===== config.mk =====
export PLATFORM = sky130hd
export DESIGN_NAME = dsa_adpcm_frame_decoder_top
export DESIGN_NICKNAME = d
export VERILOG_FILES = /design/src/rtl/dsaf_pkg.sv /design/src/rtl/dsaf_mac.sv /design/src/rtl/dsaf_frame_ctrl.sv /design/src/rtl/dsa_adpcm_frame_decoder_top.sv
export SDC_FILE = /design/constraint.sdc
export NUM_CORES = 1
export LEC_CHECK = 0
export BUFFER_PORTS_ARGS = -buffer_cell sky130_fd_sc_hd__buf_2
export CORE_AREA = 5 5 243 245
export DETAILED_ROUTE_END_ITERATION = 8
export DIE_AREA = 0 0 248 250
export PLACE_DENSITY_LB_ADDON = 0.3
export SYNTH_ARGS = -nofsm -noshare
export SYNTH_HDL_FRONTEND = slang
export SYNTH_SLANG_ARGS = --single-unit

===== constraint.sdc =====
create_clock -name clk_i -period 13.2 [get_ports clk_i]
set_clock_uncertainty 0.15 [all_clocks]
set_input_delay 0.66 -clock clk_i [delete_from_list [all_inputs] [get_ports clk_i]]
set_output_delay 0.66 -clock clk_i [all_outputs]
set_load 0.05 [all_outputs]

===== src/rtl/dsaf_pkg.sv =====
// Package for the one-tap ADPCM frame decoder.
// Holds the frame geometry, the predictor coefficient table and the MAC request type.
// No dependencies.
`default_nettype none

package dsaf_pkg;

  localparam int FrameBytes = 8;
  localparam int PosW       = $clog2(FrameBytes);
  localparam int HistW      = 32;
  localparam int CoefW      = 18;
  localparam int NibW       = 4;
  localparam int ShiftW     = 4;
  localparam int SampleW    = 16;

  // Largest header shift; header high nibbles at or above this give no shift.
  localparam logic [ShiftW-1:0] MaxShift = ShiftW'(12);

  typedef struct packed {
    logic [NibW-1:0]   nibble;
    logic [ShiftW-1:0] shift;
    logic [3:0]        coef_sel;
    logic [HistW-1:0]  history;
  } mac_req_t;

  // Unsigned Q16 predictor coefficients.
  function automatic logic [CoefW-1:0] coef_lookup(input logic [3:0] sel);
    logic [CoefW-1:0] c;
    c = '0;
    case (sel)
      4'd0:    c = 18'h00000;
      4'd1:    c = 18'h01999;
      4'd2:    c = 18'h03333;
      4'd3:    c = 18'h04CCC;
      4'd4:    c = 18'h06666;
      4'd5:    c = 18'h08000;
      4'd6:    c = 18'h09999;
      4'd7:    c = 18'h0B333;
      4'd8:    c = 18'h0CCCC;
      4'd9:    c = 18'h0E666;
      4'd10:   c = 18'h10000;
      4'd11:   c = 18'h11999;
      4'd12:   c = 18'h13333;
      4'd13:   c = 18'h18000;
      4'd14:   c = 18'h1CCCC;
      4'd15:   c = 18'h21999;
      default: c = '0;
    endcase
    return c;
  endfunction

endpackage

`default_nettype wire


===== src/rtl/dsaf_mac.sv =====
// Prediction datapath: scales one nibble and adds the history times the coefficient.
// Depends on dsaf_pkg for the request type and the coefficient table.
`default_nettype none

module dsaf_mac (
  input  dsaf_pkg::mac_req_t                req_i,
  output logic [dsaf_pkg::HistW-1:0]        sum_o
);
  import dsaf_pkg::*;

  logic signed [SampleW-1:0]       nib_placed;
  logic signed [SampleW-1:0]       nib_scaled;
  logic signed [HistW-1:0]         nib_ext;
  logic signed [CoefW:0]           coef_s;
  logic signed [HistW+CoefW:0]     prod;
  logic [HistW-1:0]                pred;

  always_comb begin
    // The nibble sits at bits 15:12 and is shifted down with its sign.
    nib_placed = {req_i.nibble, 12'b0};
    nib_scaled = nib_placed >>> req_i.shift;
    nib_ext    = HistW'(nib_scaled);
    coef_s     = $signed({1'b0, coef_lookup(req_i.coef_sel)});
    prod       = $signed(req_i.history) * coef_s;
    pred       = prod[HistW+15:16];
    sum_o      = pred + nib_ext;
  end

endmodule

`default_nettype wire


===== src/rtl/dsaf_frame_ctrl.sv =====
// Frame tracking: header decode, byte position and nibble phase for the decoder.
// Depends on dsaf_pkg for the frame geometry and shift limits.
`default_nettype none

module dsaf_frame_ctrl (
  input  logic                          clk_i,
  input  logic                          rst_ni,
  input  logic                          word_valid_i,
  input  logic [7:0]                    word_byte_i,
  input  logic                          word_start_i,
  input  logic                          out_free_i,
  output logic                          consume_o,
  output logic                          emit_o,
  output logic                          phase_o,
  output logic [3:0]                    coef_sel_o,
  output logic [dsaf_pkg::ShiftW-1:0]   shift_o
);
  import dsaf_pkg::*;

  logic [PosW-1:0]   pos_q, pos_d;
  logic              phase_q, phase_d;
  logic [3:0]        coef_q, coef_d;
  logic [ShiftW-1:0] shift_q, shift_d;
  logic              is_header;
  logic [3:0]        hi_nib;

  assign is_header = word_start_i || (pos_q == '0);
  assign hi_nib    = word_byte_i[7:4];
  assign emit_o    = word_valid_i && !is_header && out_free_i;
  assign consume_o = word_valid_i && (is_header || (phase_q && out_free_i));

  always_comb begin
    pos_d   = pos_q;
    phase_d = phase_q;
    coef_d  = coef_q;
    shift_d = shift_q;
    if (word_valid_i && is_header) begin
      coef_d  = word_byte_i[3:0];
      shift_d = (hi_nib >= MaxShift) ? '0 : MaxShift - hi_nib;
      pos_d   = PosW'(1);
      phase_d = 1'b0;
    end else if (emit_o) begin
      phase_d = !phase_q;
      if (phase_q) begin
        pos_d = (pos_q == PosW'(FrameBytes - 1)) ? '0 : pos_q + PosW'(1);
      end
    end
  end

  always_ff @(posedge clk_i or negedge rst_ni) begin
    if (!rst_ni) begin
      pos_q   <= '0;
      phase_q <= 1'b0;
      coef_q  <= '0;
      shift_q <= '0;
    end else begin
      pos_q   <= pos_d;
      phase_q <= phase_d;
      coef_q  <= coef_d;
      shift_q <= shift_d;
    end
  end

  assign phase_o    = phase_q;
  assign coef_sel_o = coef_q;
  assign shift_o    = shift_q;

endmodule

`default_nettype wire


===== src/rtl/dsa_adpcm_frame_decoder_top.sv =====
// Top level of the one-tap ADPCM frame decoder.
// Depends on dsaf_pkg, dsaf_frame_ctrl and dsaf_mac.
//
//  channel | valid       | stall        | payload
//  --------+-------------+--------------+-----------------------------------
//  input   | in_valid_i  | in_stall_o   | data_byte_i, frame_start_i
//  output  | out_valid_o | out_stall_i  | pcm_sample_o, last_of_byte_o
//
// A header word is consumed from the input register without giving a sample; a data
// word gives two samples, one per nibble, which go through the single MAC path in turn
// since each depends on the history the previous one leaves.
// The input register takes a new word while results still wait in the output
// register. Reset clears the history, frame position and coefficient state.
// A stall on the output holds the sample register and then the input side.
`default_nettype none

module dsa_adpcm_frame_decoder_top (
  input  logic                                 clk_i,
  input  logic                                 rst_ni,
  input  logic                                 in_valid_i,
  output logic                                 in_stall_o,
  input  logic [7:0]                           data_byte_i,
  input  logic                                 frame_start_i,
  output logic                                 out_valid_o,
  input  logic                                 out_stall_i,
  output logic signed [dsaf_pkg::SampleW-1:0]  pcm_sample_o,
  output logic                                 last_of_byte_o
);
  import dsaf_pkg::*;

  logic              in_valid_q, in_valid_d;
  logic [7:0]        byte_q;
  logic              start_q;
  logic              in_load;

  logic              out_valid_q, out_valid_d;
  logic [SampleW-1:0] pcm_q;
  logic              last_q;
  logic              out_free;

  logic [HistW-1:0]  hist_q;
  logic [HistW-1:0]  sum;

  logic              consume;
  logic              emit;
  logic              phase;
  logic [3:0]        coef_sel;
  logic [ShiftW-1:0] shift;
  mac_req_t          mac_req;

  assign out_free   = !out_valid_q || !out_stall_i;
  assign in_stall_o = in_valid_q && !consume;
  assign in_load    = in_valid_i && !in_stall_o;
  assign in_valid_d = in_load ? 1'b1 : (consume ? 1'b0 : in_valid_q);
  assign out_valid_d = emit ? 1'b1 : (out_stall_i ? out_valid_q : 1'b0);

  dsaf_frame_ctrl u_ctrl (
    .clk_i        (clk_i),
    .rst_ni       (rst_ni),
    .word_valid_i (in_valid_q),
    .word_byte_i  (byte_q),
    .word_start_i (start_q),
    .out_free_i   (out_free),
    .consume_o    (consume),
    .emit_o       (emit),
    .phase_o      (phase),
    .coef_sel_o   (coef_sel),
    .shift_o      (shift)
  );

  always_comb begin
    mac_req.nibble   = phase ? byte_q[3:0] : byte_q[7:4];
    mac_req.shift    = shift;
    mac_req.coef_sel = coef_sel;
    mac_req.history  = hist_q;
  end

  dsaf_mac u_mac (
    .req_i (mac_req),
    .sum_o (sum)
  );

  always_ff @(posedge clk_i or negedge rst_ni) begin
    if (!rst_ni) begin
      in_valid_q  <= 1'b0;
      out_valid_q <= 1'b0;
      hist_q      <= '0;
    end else begin
      in_valid_q  <= in_valid_d;
      out_valid_q <= out_valid_d;
      if (emit) begin
        hist_q <= sum;
      end
    end
  end

  always_ff @(posedge clk_i) begin
    if (in_load) begin
      byte_q  <= data_byte_i;
      start_q <= frame_start_i;
    end
    if (emit) begin
      pcm_q  <= {sum[SampleW-3:0], 2'b00};
      last_q <= phase;
    end
  end

  assign out_valid_o    = out_valid_q;
  assign pcm_sample_o   = $signed(pcm_q);
  assign last_of_byte_o = last_q;

endmodule

`default_nettype wire

==> run metrics <==
fin area 23,600 um^2; #FFs+latches synth 70; drt initial violations 866; crit start category flip-flop; Distinct cells, synth 76; Die Wd 248 um; PostCTS Resize Cnt 0; worst hold path type input port to async pin; post-route clock period utilization 84.50%; Avg Cell Area, Syn 9.171 um^2; vias in the first global route 17.70k; top post-synthesis cells by area fa_1, ha_1, inv_1; Detailed Routing Iterations Pass 1 5; Final Max Tran Viols 0; final net count 3,114; DRT antenna net count 0; global-route wire length before repair 96,650 um; post-layout minimum cycle time 11,150 ps; Post-synth top flop dfrtp_1; DIE AREA 62,000 um^2; io pins 32; # Max-Cap Violations 0; area post-placement 23,290 um^2; final setup margin 2046 ps; Worst Path Buf+Inv 4; unrepaired setup endpoints after global routing no; crit-path most repeated cell fa_1; core area 56,920 um^2; CTS buffer count 9; Max H-tree Level 3; Port-buffer cells 29; Worst path max stage delay 840 ps; CTS sink count 70; Post-Synthesis Cells 2,433; WL/cell 18.51 um; Placer Congestion 0.9304; measured slew at the worst slew-check pin 975.7 ps; CP Capture Type flip-flop; # rows 88; Synth area leader fa_1; Post-synth EDFFs 24; starting density of the core 39.20%; clk buf depth 2; vias 15.95k; Setup CP Type flip-flop to flip-flop; GRT Overall Usage 19.70%; Worst R2R End hist_q[30]; reg2reg start u_ctrl.coef_sel_o[3]; antenna violations before repair 0; gr ovfl total 0; vias per cell 4.997; Synth Cell Area 22,310 um^2; Syn. warnings 0; pre-CTS setup slack 2205 ps; Root Driver clkbuf_16; Worst-Skew Late Latency 340 ps; Crit-path slowest cell dfrtp_1; post-route setup TNS 0 ps; largest net degree at the start of global routing 54; reg2reg setup slack 2050 ps; Achievable Freq 89.66 MHz; Area Growth Syn to Fin 5.781%; crit path DAT 11,200 ps; hpwl dp 51,400 um; sequential area share after synthesis 8.389%; share of flip-flops with an asynchronous set or reset 65.71%; Synth top area share 40.46%; Required @ worst endpoint 13,250 ps; DRC violations left 0; clk slew on worst S/H paths 60 ps; final setup vio count 0; hold_buf cts 0; Top delay family on crit path compound AO/OA/AOI/OAI gates; layout cell share with drive strength beyond 1 3.626%; Post-Route WL 59,110 um; outcome finished clean; Max-slew headroom 34.81%; Die Y 250 um; number of setup buffers added after CTS 0; R2R cell count 35; TritonCTS clock tree yes; Hold Fails Final Rpt 0; Max FO, Critical Path 27
-- metal layers --
layer | vias up | GRT usage (%) | share of wire (%)
met5 | - | 0 | 0
li1 | 7347 | - | -
met2 | 393 | 35.55 | 52
met3 | 104 | 1.178 | 3.1
met1 | 8110 | 25.45 | 41
met4 | 0 | 5.770 | 3.4
-- cells in the final DEF (no fill, tap or decap), types with 7 or more instances in the layout --
| cell | n |
|---|---|
| o21ai_1 | 14 |
| a21o_1 | 29 |
| a21oi_1 | 60 |
| nand2_1 | 251 |
| buf_4 | 13 |
| mux2i_1 | 10 |
| xnor2_1 | 110 |
| ha_1 | 228 |
| and3_1 | 34 |
| nand3_1 | 21 |
| xor2_1 | 51 |
| o21ai_0 | 50 |
| and2_1 | 59 |
| a32o_1 | 7 |
| o21bai_1 | 46 |
| nor2_1 | 47 |
| nor3_1 | 12 |
| edfxtp_1 | 24 |
| buf_2 | 29 |
| fa_1 | 451 |
| clkbuf_16 | 9 |
| inv_1 | 687 |
| o22ai_1 | 10 |
| a31oi_1 | 13 |
| dfrtp_1 | 46 |
-- cell usage after synthesis (3+ instances only) --
cell and instances:
inv_1 687, fa_1 451, nand2_1 251, ha_1 228
xnor2_1 110, a21oi_1 61, and2_1 59, clkbuf_1 55
o21ai_0 52, xor2_1 51, nor2_1 47, dfrtp_1 46
o21bai_1 46, and3_1 34, a21o_1 29, edfxtp_1 24
nand3_1 22, o21ai_1 14, a31oi_1 13, nor3_1 12
mux2i_1 11, o22ai_1 10, a32o_1 7, buf_1 7
a31o_2 6, nand4_1 6, nor2b_1 6, o21a_1 6
maj3_1 5, o211ai_1 5, a211oi_1 4, nand2b_1 4
nor3b_1 4, a21boi_0 3, a221o_1 3, mux4_2 3
o221ai_1 3, o31ai_1 3
-- layout make-up --
class,count,area (um^2)
flip-flops and latches,70,1872
clock buffers,10,239.0
fillers,5572,33320
repair buffers,42,242.7
well taps,765,957.2
inverters,688,2582
multi-input cells,1611,17640
clock inverters,6,70.07
diodes,1,2.502
-- per-stage QoR --
stage / hold WS, ps / util (%) / cells
3_3_place_gp: 327.9 / 40.92 / 3176
2_1_floorplan: 214.4 / - / 2434
5_1_grt: 324.5 / 41.46 / 3192
4_1_cts: 299.5 / 41.46 / 3192
3_5_place_dp: 324.9 / 40.92 / 3176
6_report: 263.0 / 41.46 / 3193
-- flip-flops by register name, summed over array words and instances (netlist names) --
name,cells
byte_q,8
hist_q,32
in_valid_q,1
last_of_byte_o,1
out_valid_o,1
pcm_sample_o,14
start_q,1
u_ctrl.coef_sel_o,4
u_ctrl.phase_o,1
u_ctrl.pos_q,3
u_ctrl.shift_o,4
-- how the worst max path moves through the flow --
stage	endpoint	depth (start not counted)	slack (ps)	start
after floorplan	hist_q[31]	40	3340	u_ctrl.coef_sel_o[1]
after global placement	hist_q[31]	35	2390	u_ctrl.coef_sel_o[3]
after detailed placement	hist_q[30]	35	2200	u_ctrl.coef_sel_o[3]
after CTS	hist_q[28]	35	2180	u_ctrl.coef_sel_o[3]
after global routing	hist_q[30]	35	1490	u_ctrl.coef_sel_o[3]
final	hist_q[30]	35	2050	u_ctrl.coef_sel_o[3]
-- cell families after synthesis --
logic type	count (synthesis)	synth area share [%]
XOR/XNOR	162	6.421
flip-flops	70	8.389
buffers and inverters	753	12.71
other	1	0.01681
adder cells (fa/ha/maj)	684	53.47
AND/OR/NAND/NOR	454	9.286
multiplexers	16	0.8972
AO/OA/AOI/OAI	293	8.810
Power is left out: the tool's default activity adds up to more than one toggle a clock period on the data nets, which glitch-free logic cannot reach.
